$ cat src/rtl/adsr_pkg.sv
// Package for the blip envelope arpeggio block: types, codes, pitch table.
// No dependencies; used by every module in rtl/ except adsr_checker.
package adsr_pkg;

    // Controller states
    typedef enum logic [2:0] {
        ST_IDLE,
        ST_LOAD,
        ST_DIV,
        ST_IDX,
        ST_OUT
    } t_state;

    // Input commands
    localparam logic CMD_TICK  = 1'b0;
    localparam logic CMD_START = 1'b1;

    // Register indexes
    localparam logic [2:0] REG_ATTACK  = 3'd0;
    localparam logic [2:0] REG_DECAY   = 3'd1;
    localparam logic [2:0] REG_SUSTAIN = 3'd2;
    localparam logic [2:0] REG_HOLD    = 3'd3;
    localparam logic [2:0] REG_RELEASE = 3'd4;
    localparam logic [2:0] REG_BDELAY  = 3'd5;
    localparam logic [2:0] REG_BPERIOD = 3'd6;
    localparam logic [2:0] REG_REPEAT  = 3'd7;

    localparam int unsigned NUM_SLOTS   = 3;
    localparam logic [14:0] ELAPSED_MAX = 15'h7FFF;
    localparam logic [5:0]  TICK_CAP    = 6'd32;
    // level numerator reaches 256*4095, so the divider needs 20 bits
    localparam int unsigned DIV_W       = 20;

    // Configuration registers
    typedef struct packed {
        logic [11:0] attack;
        logic [11:0] decay;
        logic [3:0]  sustain;
        logic [11:0] hold;
        logic [11:0] release_ms;
        logic [11:0] bdelay;
        logic [11:0] bperiod;
        logic        repeat_p;
    } t_cfg;

    // Controller to datapath commands
    typedef struct packed {
        logic load;      // latch input beat, run setup
        logic div1_go;   // start level divide
        logic div2_go;   // start beat divide
        logic out_load;  // form result
    } t_cmd;

    // Datapath to controller status
    typedef struct packed {
        logic div_busy;
    } t_sts;

    // Tenths of hertz for each note, C up to B
    function automatic logic [12:0] tenths_hz(input logic [3:0] note);
        logic [12:0] v;
        begin
            unique case (note)
                4'd0:    v = 13'd2617;
                4'd1:    v = 13'd2772;
                4'd2:    v = 13'd2937;
                4'd3:    v = 13'd3112;
                4'd4:    v = 13'd3297;
                4'd5:    v = 13'd3493;
                4'd6:    v = 13'd3700;
                4'd7:    v = 13'd3920;
                4'd8:    v = 13'd4153;
                4'd9:    v = 13'd4400;
                4'd10:   v = 13'd4662;
                default: v = 13'd4939;
            endcase
            return v;
        end
    endfunction

    // Frequency in whole hertz: (tenths << octave) / 40, via reciprocal
    function automatic logic [9:0] freq_of(input logic [3:0] note, input logic [1:0] oct);
        logic [15:0] x;
        logic [31:0] p;
        logic [15:0] q;
        logic [15:0] r;
        begin
            x = 16'(tenths_hz(note)) << oct;
            p = 32'(x) * 32'd1638;          // just under 2^16/40, estimate never high
            q = p[31:16];
            r = x - 16'(q * 16'd40);
            if (r >= 16'd40) q = q + 16'd1;
            return q[9:0];
        end
    endfunction

endpackage

$ cat src/rtl/adsr_blip_envelope_arpeggio.sv
// Blip envelope generator with pitch arpeggio.
// Slave stream s_axis_* carries start/tick beats (tuser says which); master
// stream m_axis_* carries one result beat per input beat, tlast marks the
// beat on which a blip ends. APB port writes eight registers at 4*i.
// Each accepted beat runs through a setup step, two 20-step passes of one
// shared restoring divider (envelope level, pitch index) with a handoff
// step after each, then a step that loads the output register. One beat is
// worked at a time.
// Reset clears the timer, the running flag, stored count and duty, and all
// registers; pitch frequencies are undefined until a start writes them.
// A finished result waits in the output register; the next beat is taken
// while it waits, and its result loads when the register frees. While
// m_axis_tready is low the result holds, and a later result waits for it.
// Depends on adsr_pkg, adsr_ctrl, adsr_dp, adsr_div.
module adsr_blip_envelope_arpeggio #(
    parameter int MAX_PITCHES = 3
) (
    input  logic        i_clk,
    input  logic        i_rst_n,
    input  logic        s_axis_tvalid,
    output logic        s_axis_tready,
    // tick_ms[8], wave_shape[2], pitch_count[2], note_a[4], octave_a[2],
    // note_b[4], octave_b[2], note_c[4], octave_c[2], zero pad[2]
    input  logic [31:0] s_axis_tdata,
    // cmd
    input  logic [0:0]  s_axis_tuser,
    output logic        m_axis_tvalid,
    input  logic        m_axis_tready,
    // channel_on, pitch_hz[10], volume_level[8], pulse_duty[2],
    // remaining_ms[14], pitch_index[2], zero pad[3]
    output logic [39:0] m_axis_tdata,
    // blip_done
    output logic        m_axis_tlast,
    input  logic        psel,
    input  logic        penable,
    input  logic        pwrite,
    input  logic [4:0]  paddr,
    input  logic [31:0] pwdata,
    output logic [31:0] prdata,
    output logic        pready
);
    adsr_pkg::t_cfg r_cfg;
    adsr_pkg::t_cmd cmd;
    adsr_pkg::t_sts sts;
    logic [31:0] beat;
    logic [39:0] res_data;
    logic [1:0]  cap;
    logic        in_fire, out_fire;

    assign pready = 1'b1;
    assign cap = (MAX_PITCHES < 3) ? 2'(MAX_PITCHES) : 2'd3;

    // Register writes
    always_ff @(posedge i_clk) begin
        if (!i_rst_n) begin
            r_cfg <= '0;
        end else if (psel && penable && pwrite) begin
            unique case (paddr[4:2])
                adsr_pkg::REG_ATTACK:  r_cfg.attack     <= pwdata[11:0];
                adsr_pkg::REG_DECAY:   r_cfg.decay      <= pwdata[11:0];
                adsr_pkg::REG_SUSTAIN: r_cfg.sustain    <= pwdata[3:0];
                adsr_pkg::REG_HOLD:    r_cfg.hold       <= pwdata[11:0];
                adsr_pkg::REG_RELEASE: r_cfg.release_ms <= pwdata[11:0];
                adsr_pkg::REG_BDELAY:  r_cfg.bdelay     <= pwdata[11:0];
                adsr_pkg::REG_BPERIOD: r_cfg.bperiod    <= pwdata[11:0];
                default:               r_cfg.repeat_p   <= pwdata[0];
            endcase
        end
    end

    // Register reads
    always_comb begin
        unique case (paddr[4:2])
            adsr_pkg::REG_ATTACK:  prdata = 32'(r_cfg.attack);
            adsr_pkg::REG_DECAY:   prdata = 32'(r_cfg.decay);
            adsr_pkg::REG_SUSTAIN: prdata = 32'(r_cfg.sustain);
            adsr_pkg::REG_HOLD:    prdata = 32'(r_cfg.hold);
            adsr_pkg::REG_RELEASE: prdata = 32'(r_cfg.release_ms);
            adsr_pkg::REG_BDELAY:  prdata = 32'(r_cfg.bdelay);
            adsr_pkg::REG_BPERIOD: prdata = 32'(r_cfg.bperiod);
            default:               prdata = 32'(r_cfg.repeat_p);
        endcase
    end

    assign in_fire  = s_axis_tvalid && s_axis_tready;
    assign out_fire = m_axis_tvalid && m_axis_tready;

    // Internal beat layout: cmd in bit 0, then the tdata fields; pitch count capped
    always_comb begin
        beat = {1'b0, s_axis_tdata[29:0], s_axis_tuser};
        if (s_axis_tdata[11:10] > cap) beat[12:11] = cap;
    end

    adsr_ctrl u_ctrl (
        .i_clk     (i_clk),
        .i_rst_n   (i_rst_n),
        .i_in_fire (in_fire),
        .i_out_free(!m_axis_tvalid),
        .i_out_fire(out_fire),
        .i_sts     (sts),
        .o_cmd     (cmd),
        .o_in_ready(s_axis_tready)
    );

    adsr_dp u_dp (
        .i_clk      (i_clk),
        .i_rst_n    (i_rst_n),
        .i_cfg      (r_cfg),
        .i_cmd      (cmd),
        .i_beat     (beat),
        .i_out_fire (out_fire),
        .o_sts      (sts),
        .o_out_valid(m_axis_tvalid),
        .o_out_data (res_data)
    );

    // Done flag rides on tlast, the rest stays in tdata
    assign m_axis_tdata = {3'b000, res_data[36:0]};
    assign m_axis_tlast = res_data[37];
endmodule

$ cat src/rtl/adsr_div.sv
// Shared restoring divider, one quotient bit per cycle.
// Depends on adsr_pkg.
module adsr_div (
    input  logic                      i_clk,
    input  logic                      i_rst_n,
    input  logic                      i_go,
    input  logic [adsr_pkg::DIV_W-1:0] i_num,
    input  logic [adsr_pkg::DIV_W-1:0] i_den,
    output logic                      o_busy,
    output logic [adsr_pkg::DIV_W-1:0] o_quo
);
    localparam int W  = adsr_pkg::DIV_W;
    localparam int CW = $clog2(W + 1);

    logic [W-1:0]  r_quo, n_quo;
    logic [W-1:0]  r_rem, n_rem;
    logic [W-1:0]  r_den;
    logic [CW-1:0] r_cnt, n_cnt;
    logic          r_busy, n_busy;
    logic [W:0]    trial;

    // Load on go, else one shift-subtract step while busy
    always_comb begin
        n_quo  = r_quo;
        n_rem  = r_rem;
        n_cnt  = r_cnt;
        n_busy = r_busy;
        trial  = {r_rem, r_quo[W-1]};
        if (i_go) begin
            n_quo  = i_num;
            n_rem  = '0;
            n_cnt  = CW'(W);
            n_busy = 1'b1;
        end else if (r_busy) begin
            if (trial >= {1'b0, r_den}) begin
                n_rem = W'(trial - {1'b0, r_den});
                n_quo = {r_quo[W-2:0], 1'b1};
            end else begin
                n_rem = trial[W-1:0];
                n_quo = {r_quo[W-2:0], 1'b0};
            end
            n_cnt  = r_cnt - CW'(1);
            n_busy = (r_cnt != CW'(1));
        end
    end

    always_ff @(posedge i_clk) begin
        if (!i_rst_n) begin
            r_busy <= 1'b0;
            r_cnt  <= '0;
        end else begin
            r_busy <= n_busy;
            r_cnt  <= n_cnt;
        end
        r_quo <= n_quo;
        r_rem <= n_rem;
        if (i_go) r_den <= i_den;
    end

    assign o_busy = r_busy;
    assign o_quo  = r_quo;
endmodule

$ cat src/rtl/adsr_ctrl.sv
// Controller state machine: sequences setup, two divides and result.
// Depends on adsr_pkg.
module adsr_ctrl (
    input  logic              i_clk,
    input  logic              i_rst_n,
    input  logic              i_in_fire,
    input  logic              i_out_free,
    input  logic              i_out_fire,
    input  adsr_pkg::t_sts    i_sts,
    output adsr_pkg::t_cmd    o_cmd,
    output logic              o_in_ready
);
    adsr_pkg::t_state r_state, n_state;

    always_ff @(posedge i_clk) begin
        if (!i_rst_n) r_state <= adsr_pkg::ST_IDLE;
        else          r_state <= n_state;
    end

    always_comb begin
        n_state    = r_state;
        o_cmd      = '0;
        o_in_ready = 1'b0;
        unique case (r_state)
            adsr_pkg::ST_IDLE: begin
                o_in_ready = 1'b1;
                if (i_in_fire) begin
                    o_cmd.load = 1'b1;
                    n_state    = adsr_pkg::ST_LOAD;
                end
            end
            adsr_pkg::ST_LOAD: begin
                o_cmd.div1_go = 1'b1;
                n_state       = adsr_pkg::ST_DIV;
            end
            adsr_pkg::ST_DIV: begin
                if (!i_sts.div_busy) begin
                    o_cmd.div2_go = 1'b1;
                    n_state       = adsr_pkg::ST_IDX;
                end
            end
            adsr_pkg::ST_IDX: begin
                if (!i_sts.div_busy) n_state = adsr_pkg::ST_OUT;
            end
            adsr_pkg::ST_OUT: begin
                if (i_out_free || i_out_fire) begin
                    o_cmd.out_load = 1'b1;
                    n_state        = adsr_pkg::ST_IDLE;
                end
            end
            default: n_state = adsr_pkg::ST_IDLE;
        endcase
    end
endmodule

$ cat src/rtl/adsr_dp.sv
// Datapath: timer, pitch store, envelope phase math, index, output register.
// Depends on adsr_pkg and adsr_div.
module adsr_dp (
    input  logic              i_clk,
    input  logic              i_rst_n,
    input  adsr_pkg::t_cfg    i_cfg,
    input  adsr_pkg::t_cmd    i_cmd,
    input  logic [31:0]       i_beat,
    input  logic              i_out_fire,
    output adsr_pkg::t_sts    o_sts,
    output logic              o_out_valid,
    output logic [39:0]       o_out_data
);
    localparam int W = adsr_pkg::DIV_W;

    logic [14:0] r_elapsed;
    logic        r_run;
    logic [9:0]  r_freq [adsr_pkg::NUM_SLOTS];
    logic [1:0]  r_count;
    logic [1:0]  r_duty;

    // latched item and setup results
    logic        r_start;
    logic        r_done;
    logic        r_idle;
    logic [14:0] r_t;
    logic [2:0]  r_phase;
    logic        r_pos;
    logic [W-1:0] r_lvl_fix;
    logic [W-1:0] r_num, r_den;
    logic [W-1:0] r_bnum;
    logic [W-1:0] r_lvl;

    logic        div_busy;
    logic [W-1:0] div_quo;
    logic        div_go;
    logic [W-1:0] div_num, div_den;

    // input fields
    logic       b_cmd;
    logic [7:0] b_tick;
    logic [1:0] b_shape, b_pc;
    logic [3:0] b_na, b_nb, b_nc;
    logic [1:0] b_oa, b_ob, b_oc;
    assign b_cmd   = i_beat[0];
    assign b_tick  = i_beat[8:1];
    assign b_shape = i_beat[10:9];
    assign b_pc    = i_beat[12:11];
    assign b_na    = i_beat[16:13];
    assign b_oa    = i_beat[18:17];
    assign b_nb    = i_beat[22:19];
    assign b_ob    = i_beat[24:23];
    assign b_nc    = i_beat[28:25];
    assign b_oc    = i_beat[30:29];

    logic [13:0] total;
    logic [12:0] ad;
    logic [13:0] adh;
    assign ad    = 13'(i_cfg.attack) + 13'(i_cfg.decay);
    assign adh   = 14'(ad) + 14'(i_cfg.hold);
    assign total = adh + 14'(i_cfg.release_ms);

    // setup of tick math
    logic [5:0]  dt;
    logic [15:0] tsum;
    logic [14:0] tn;
    logic [14:0] u;
    logic [4:0]  sm10;
    logic [17:0] dnum;
    logic [17:0] dsub;
    logic [16:0] rnum;
    logic [1:0]  pc_cap;
    logic [3:0]  n_note_a, n_note_b, n_note_c;
    always_comb begin
        dt   = (b_tick > 8'(adsr_pkg::TICK_CAP)) ? adsr_pkg::TICK_CAP : b_tick[5:0];
        tsum = 16'(r_elapsed) + 16'(dt);
        tn   = (tsum > 16'(adsr_pkg::ELAPSED_MAX)) ? adsr_pkg::ELAPSED_MAX : tsum[14:0];
        u    = '0;
        sm10 = '0;
        dnum = '0;
        dsub = '0;
        rnum = '0;
        if (tn >= 15'(i_cfg.attack) && tn < 15'(ad)) u = tn - 15'(i_cfg.attack);
        else if (tn >= 15'(adh)) u = tn - 15'(adh);
        // decay numerator: 10*decay - (10 - s)*u
        if (i_cfg.sustain <= 4'd10) begin
            sm10 = 5'(4'd10 - i_cfg.sustain);
            dsub = 18'(sm10) * 18'(u);
            dnum = 18'(i_cfg.decay) * 18'd10;
            dnum = (dsub >= dnum) ? 18'd0 : dnum - dsub;
        end else begin
            sm10 = 5'(i_cfg.sustain - 4'd10);
            dnum = 18'(i_cfg.decay) * 18'd10 + 18'(sm10) * 18'(u);
        end
        rnum = (u >= 15'(i_cfg.release_ms)) ? 17'd0
             : 17'(i_cfg.sustain) * 17'(15'(i_cfg.release_ms) - u);
        pc_cap = b_pc;
        n_note_a = b_na; n_note_b = b_nb; n_note_c = b_nc;
    end

    // phase codes held in r_phase
    localparam logic [2:0] PH_ATT = 3'd0;
    localparam logic [2:0] PH_DEC = 3'd1;
    localparam logic [2:0] PH_HLD = 3'd2;
    localparam logic [2:0] PH_REL = 3'd3;

    // note above eleven reads as eleven
    function automatic logic [3:0] clamp_note(input logic [3:0] n);
        return (n > 4'd11) ? 4'd11 : n;
    endfunction

    // level numerator is value*17; kept within the divider by clamping to 256*den
    logic [21:0] anum17;
    logic [23:0] dnum17;
    logic [20:0] rnum17;
    assign anum17 = 22'd170 * 22'(tn);
    assign dnum17 = 24'(dnum) * 24'd17;
    assign rnum17 = 21'(rnum) * 21'd17;

    logic [W-1:0] set_num, set_den;
    logic [2:0]   set_ph;
    logic         set_pos;
    logic [W-1:0] set_fix;
    // level saturates at 255: a numerator at or above 256*den is replaced by
    // 256*den (below 2^20), the quotient then reads 256 and is clamped
    logic [23:0]  lim;
    always_comb begin
        set_ph  = PH_ATT;
        set_pos = 1'b0;
        set_fix = '0;
        set_num = '0;
        set_den = W'(1);
        if (tn < 15'(i_cfg.attack)) begin
            set_ph  = PH_ATT;
            set_pos = (tn != 15'd0);
            lim     = 24'(i_cfg.attack) << 8;
            set_den = W'(i_cfg.attack);
            set_num = (24'(anum17) >= lim) ? W'(lim) : W'(anum17);
        end else if (tn < 15'(ad)) begin
            set_ph  = PH_DEC;
            set_pos = (dnum != 18'd0);
            lim     = 24'(i_cfg.decay) << 8;
            set_den = W'(i_cfg.decay);
            set_num = (dnum17 >= lim) ? W'(lim) : W'(dnum17);
        end else if (tn < 15'(adh)) begin
            set_ph  = PH_HLD;
            set_pos = (i_cfg.sustain != 4'd0);
            set_fix = W'(i_cfg.sustain) * W'(17);
            lim     = '0;
        end else begin
            set_ph  = PH_REL;
            set_pos = (rnum != 17'd0);
            lim     = 24'(i_cfg.release_ms) << 8;
            set_den = W'(i_cfg.release_ms);
            set_num = (24'(rnum17) >= lim) ? W'(lim) : W'(rnum17);
        end
    end

    // Item latch and state update
    always_ff @(posedge i_clk) begin
        if (!i_rst_n) begin
            r_elapsed <= '0;
            r_run     <= 1'b0;
            r_count   <= '0;
            r_duty    <= '0;
        end else if (i_cmd.load) begin
            if (b_cmd == adsr_pkg::CMD_START) begin
                r_duty    <= (b_shape == 2'd3) ? 2'd2 : b_shape;
                r_count   <= pc_cap;
                r_elapsed <= '0;
                r_run     <= 1'b1;
            end else if (r_run) begin
                r_elapsed <= tn;
                if (tn >= 15'(total)) r_run <= 1'b0;
            end
        end
    end

    always_ff @(posedge i_clk) begin
        if (i_cmd.load) begin
            r_start  <= (b_cmd == adsr_pkg::CMD_START);
            r_idle   <= (b_cmd == adsr_pkg::CMD_TICK) && !r_run;
            r_done   <= (b_cmd == adsr_pkg::CMD_TICK) && r_run && (tn >= 15'(total));
            r_t      <= tn;
            r_phase  <= set_ph;
            r_pos    <= set_pos;
            r_lvl_fix <= set_fix;
            r_num    <= set_num;
            r_den    <= set_den;
            r_bnum   <= (tn > 15'(i_cfg.bdelay)) ? W'(tn - 15'(i_cfg.bdelay)) : '0;
            if (b_cmd == adsr_pkg::CMD_START) begin
                if (pc_cap > 2'd0) r_freq[0] <= adsr_pkg::freq_of(clamp_note(n_note_a), b_oa);
                if (pc_cap > 2'd1) r_freq[1] <= adsr_pkg::freq_of(clamp_note(n_note_b), b_ob);
                if (pc_cap > 2'd2) r_freq[2] <= adsr_pkg::freq_of(clamp_note(n_note_c), b_oc);
            end
        end
        if (i_cmd.div2_go) r_lvl <= div_quo;
    end

    // Shared divider: level ratio first, then beat count
    assign div_go  = i_cmd.div1_go || i_cmd.div2_go;
    assign div_num = i_cmd.div2_go ? r_bnum : r_num;
    assign div_den = i_cmd.div2_go ? ((i_cfg.bperiod == 12'd0) ? W'(1) : W'(i_cfg.bperiod))
                                   : r_den;
    adsr_div u_div (
        .i_clk  (i_clk),
        .i_rst_n(i_rst_n),
        .i_go   (div_go),
        .i_num  (div_num),
        .i_den  (div_den),
        .o_busy (div_busy),
        .o_quo  (div_quo)
    );
    assign o_sts.div_busy = div_busy;

    // Result assembly
    logic [7:0]   lvl;
    logic [1:0]   idx;
    logic [W-1:0] q;
    logic [30:0]  q3p;
    logic [14:0]  q3;
    logic [1:0]   qm;
    logic [9:0]   frq;
    logic [39:0]  res;
    always_comb begin
        q = div_quo;
        if (r_phase == PH_HLD) lvl = r_lvl_fix[7:0];
        else lvl = (r_lvl > W'(255)) ? 8'd255 : r_lvl[7:0];
        // q mod three by reciprocal: beat count is below 2^15, 21846 ~ 2^16/3
        q3p = 31'(q[14:0]) * 31'd21846;
        q3  = q3p[30:16];
        // q mod count, count at most three
        qm = '0;
        unique case (r_count)
            2'd1: qm = 2'd0;
            2'd2: qm = {1'b0, q[0]};
            2'd3: qm = 2'(q[14:0] - 15'(q3 * 15'd3));
            default: qm = 2'd0;
        endcase
        idx = '0;
        if (i_cfg.bperiod != 12'd0 && r_count != 2'd0) begin
            if (i_cfg.repeat_p) idx = qm;
            else idx = (q < W'(r_count - 2'd1)) ? q[1:0] : r_count - 2'd1;
        end
        frq = (r_count != 2'd0) ? r_freq[idx] : 10'd0;
        res = '0;
        if (r_start) begin
            res[0]     = (r_count != 2'd0);
            res[10:1]  = (r_count != 2'd0) ? r_freq[0] : 10'd0;
            res[20:19] = r_duty;
            res[34:21] = total;
        end else if (r_done) begin
            res[37] = 1'b1;
        end else if (!r_idle) begin
            res[0]     = r_pos && (r_count != 2'd0);
            res[10:1]  = frq;
            res[18:11] = lvl;
            res[20:19] = r_duty;
            res[34:21] = 14'(total - 14'(r_t));
            res[36:35] = idx;
        end
    end

    // Output register
    logic r_ovalid;
    logic [39:0] r_odata;
    always_ff @(posedge i_clk) begin
        if (!i_rst_n) r_ovalid <= 1'b0;
        else if (i_cmd.out_load) r_ovalid <= 1'b1;
        else if (i_out_fire) r_ovalid <= 1'b0;
        if (i_cmd.out_load) r_odata <= res;
    end
    assign o_out_valid = r_ovalid;
    assign o_out_data  = r_odata;
endmodule

$ cat config.mk
export PLATFORM = sky130hd
export DESIGN_NAME = adsr_blip_envelope_arpeggio
export DESIGN_NICKNAME = d
export VERILOG_FILES = /design/src/rtl/adsr_pkg.sv /design/src/rtl/adsr_blip_envelope_arpeggio.sv /design/src/rtl/adsr_div.sv /design/src/rtl/adsr_ctrl.sv /design/src/rtl/adsr_dp.sv
export SDC_FILE = /design/constraint.sdc
export NUM_CORES = 2
export LEC_CHECK = 0
export BUFFER_PORTS_ARGS = -buffer_cell sky130_fd_sc_hd__buf_4
export CORE_ASPECT_RATIO = 0.8
export CORE_MARGIN = 4
export CORE_UTILIZATION = 40
export DETAILED_ROUTE_END_ITERATION = 16
export SETUP_SLACK_MARGIN = 0.3
export SLEW_MARGIN = 10
export SYNTH_ARGS = -nofsm -noshare
export SYNTH_HDL_FRONTEND = slang
export SYNTH_SLANG_ARGS = --single-unit
$ cat constraint.sdc
create_clock -name i_clk -period 19.65 [get_ports i_clk]
set_clock_uncertainty 0.2 [all_clocks]
set_input_delay 0.9825 -clock i_clk [delete_from_list [all_inputs] [get_ports i_clk]]
set_output_delay 0.9825 -clock i_clk [all_outputs]
set_load 0.01 [all_outputs]
==> results.sh <==
export IMPL_num_fill_cells=11700
export IMPL_clk_insertion_delay_late_ns=0.58
export IMPL_synth_edf_count=192
export IMPL_leading_cell_type_in_the_layout_fill_and_taps_excluded="sky130_fd_sc_hd__ha_1"
export IMPL_max_freq_ghz=0.0567
export IMPL_timing_reg2reg_setup_slack_ns=2.00
export IMPL_first_iter_violations=3478
export IMPL_critical_path_s_largest_stage_delay_ns=0.54
export IMPL_h_tree_depth=2
export IMPL_grt_use_total=0.227
export IMPL_gp_routability_congestion=0.977
export IMPL_syn_cell_area_mm2=0.0477
export IMPL_post_cts_resized=0
export IMPL_antenna_found_initial=14
export IMPL_multiInputGateArea_mm2=0.0359
export IMPL_fin_setup_tns_ns=0
export IMPL_syn2layout_area_growth_pct=8.23
export IMPL_crit_path_start_kind="register"
export IMPL_global_route_wire_length_before_repair_um=223000
export IMPL_hp_class="register to register"
export IMPL_post_synth_cell_area_avg_um2=8.70
export IMPL_regArea_mm2=0.00831
export IMPL_tightest_slew_ns=1.31
export IMPL_pin_count_of_the_biggest_net_entering_global_routing=85
export IMPL_detailed_place_hpwl_um=118000
export IMPL_setup_viol=0
export IMPL_fin_crit_ns=17.65
export IMPL_rows=113
export IMPL_synth_ff_type="sky130_fd_sc_hd__edfxtp_1"
export IMPL_cts_post_setup_buffers_inserted=0
export IMPL_cpMostUsedCell="sky130_fd_sc_hd__a21oi_1"
export IMPL_setup_ws_ns=2.00
export IMPL_syn_instance_count=5488
export IMPL_core_area_mm2=0.119
export IMPL_status="finished clean"
export IMPL_synth_cell_type_count=101
export IMPL_route_detailed_drc=0
export IMPL_critical_path_required_ns=19.85
export IMPL_wire_per_inst_um=20.3
export IMPL_post_synth_top_area_cell="sky130_fd_sc_hd__ha_1"
export IMPL_number_of_search_and_repair_iterations_in_the_first_detailed_routing_pass=6
export IMPL_top_level_ports=153
export IMPL_cts_hold_buf=0
export IMPL_critPathCaptureType="register"
export IMPL_die_outline_width_um=394
export IMPL_finalCoreUtilization=0.435
export IMPL_timing_hold_ws_ns=0.281
export IMPL_max_slew_margin_rel=0.124
export IMPL_routed_via_count=39200
export IMPL_route_final_wire_length_um=145000
export IMPL_setup_repair_after_global_routing_missed_its_margin="no"
export IMPL_worst_ep_arrival_time_ns=17.84
export IMPL_synth_warnings=0
export IMPL_start_util=0.402
export IMPL_critPathSlowestCell="sky130_fd_sc_hd__fa_1"
export IMPL_die_y_um=317
export IMPL_finish_net_count=6763
export IMPL_post_route_period_util=0.898
export IMPL_most_common_layout_cells="sky130_fd_sc_hd__ha_1, sky130_fd_sc_hd__inv_1, sky130_fd_sc_hd__nand2_1, sky130_fd_sc_hd__nor2_1, sky130_fd_sc_hd__fa_1"
export IMPL_floorplan_die_area_mm2=0.125
export IMPL_root_buffer="sky130_fd_sc_hd__clkbuf_16"
export IMPL_async_reset_ff_frac=0
export IMPL_tritoncts_num_buffers=40
export IMPL_grt_pass1_vias=37400
export IMPL_final_hold_viol_count=0
export IMPL_port_buffers=104
export IMPL_synth_ff_latch_count=319
export IMPL_critical_path_max_fanout=16
export IMPL_yosys_top_cells_area="sky130_fd_sc_hd__ha_1, sky130_fd_sc_hd__fa_1, sky130_fd_sc_hd__edfxtp_1, sky130_fd_sc_hd__inv_1, sky130_fd_sc_hd__dfxtp_1"
export IMPL_cts_tree="done"
export IMPL_path_clk_slew_ns=0.06
export IMPL_timing_max_cap_violations=0
export IMPL_drive_gt1_frac=0.0567
export IMPL_final_max_slew_violation_count=0
export IMPL_pre_cts_ws_ns=1.85
export IMPL_synth_seq_area_share=0.174
export IMPL_clk_sink_count=319
export IMPL_overall_overflow_remaining_after_global_route=0
export IMPL_ant_nets=0
export IMPL_criticalPathCategory="register to register"
export IMPL_cts_buffer_depth=3
export IMPL_avgViaCountPerCell=5.50
export IMPL_synth_top_cell_area_share=0.212
[metrics by stage]
stage | std cells | area [µm²]
after floorplan | 5510 | 47800
after global placement | 7057 | 50300
after detailed placement | 7057 | 50300
after CTS | 7130 | 51700
after global routing | 7130 | 51700
final | 7133 | 51700
[synth_stat cells (22+ instances only)]
cell and number:
sky130_fd_sc_hd__and2_1 53, sky130_fd_sc_hd__nor3_1 76, sky130_fd_sc_hd__ha_1 810, sky130_fd_sc_hd__nand3_1 74, sky130_fd_sc_hd__xor2_1 112, sky130_fd_sc_hd__or2_2 24
sky130_fd_sc_hd__a22o_1 27, sky130_fd_sc_hd__nor2_1 350, sky130_fd_sc_hd__buf_4 25, sky130_fd_sc_hd__a21o_1 105, sky130_fd_sc_hd__nand2b_1 80, sky130_fd_sc_hd__o21a_1 52
sky130_fd_sc_hd__inv_1 755, sky130_fd_sc_hd__mux2i_1 77, sky130_fd_sc_hd__and3_1 44, sky130_fd_sc_hd__mux2_2 23, sky130_fd_sc_hd__xnor2_1 255, sky130_fd_sc_hd__o21bai_1 66
sky130_fd_sc_hd__a22oi_1 51, sky130_fd_sc_hd__fa_1 329, sky130_fd_sc_hd__a21boi_0 83, sky130_fd_sc_hd__nand2_1 504, sky130_fd_sc_hd__edfxtp_1 192, sky130_fd_sc_hd__a221oi_1 23
sky130_fd_sc_hd__a21oi_1 279, sky130_fd_sc_hd__a211oi_1 45, sky130_fd_sc_hd__clkbuf_1 123, sky130_fd_sc_hd__nor2b_1 107, sky130_fd_sc_hd__dfxtp_1 127, sky130_fd_sc_hd__o211ai_1 22
sky130_fd_sc_hd__nand4_1 34, sky130_fd_sc_hd__o21ai_0 235, sky130_fd_sc_hd__a31oi_1 26
[cell type report]
class	instances	share of cell area
clock buffers	51	0.0222
well taps	1552	0.0376
inverters	761	0.0553
clock inverters	22	0.00475
diodes	3	0.000145
flip-flops and latches	319	0.161
repair buffers	168	0.0244
multi-input cells	4257	0.695
[critical path, delay by kind of cell, from the launching register on]
kind	cells	cell delay [ns]
simple gates	15	2.84
fa+ha+maj	12	4.65
buf+inv	7	0.87
xor+xnor	4	0.96
compound gates	37	7.42
flops	1	0.47
[flip-flops by register name, indices dropped and copies added, names as in the netlist, 5 cells and up]
register / count
u_dp.r_den: 12
u_dp.r_num: 20
u_dp.r_lvl: 20
u_dp.r_bnum: 16
u_dp.u_div.r_cnt: 5
u_dp.u_div.r_den: 12
u_dp.r_freq: 30
u_dp.o_out_data: 38
r_cfg: 77
u_dp.u_div.r_rem: 20
u_dp.u_div.o_quo: 20
u_dp.r_elapsed: 15
u_dp.r_t: 14
[cells by family (layout without fill, tap and decap cells)]
kind of cell,Yosys count,after routing,synth area share
muxes,105,105,0.0237
xor gates and xnor gates,369,369,0.0683
AOI/OAI and AO/OA,1175,1175,0.163
other,2,27,0.000157
buffers and inverters,934,1002,0.0763
adders and majority gates,1145,1145,0.352
DFF,319,319,0.174
and+or+nand+nor,1439,1439,0.142
[metal layers]
layer  part of all wire  global-route usage  wire, µm  vias to the layer above
met5             0.0014             0.00722       208                        -
met4              0.020              0.0434      2860                       14
met3              0.083              0.0410     12100                      152
met2               0.41               0.336     59300                     1230
met1               0.49               0.344     70700                    18800
li1                   -                   -         -                    19000
[path summary, 6_finish.rpt]
check,to,depth (start not counted),startpoint
max reg2reg,u_dp.r_num[3]$_DFFE_PP_,75,r_cfg[53]$_SDFFE_PN0P_
max,u_dp.r_num[3]$_DFFE_PP_,75,r_cfg[53]$_SDFFE_PN0P_
min reg2reg,u_dp.r_duty[1]$_SDFFE_PN0P_,2,u_dp.r_duty[1]$_SDFFE_PN0P_
min,u_dp.r_duty[1]$_SDFFE_PN0P_,2,u_dp.r_duty[1]$_SDFFE_PN0P_
Power is left out: the tool's default activity adds up to more than one toggle a clock period on the data nets, which glitch-free logic cannot reach.
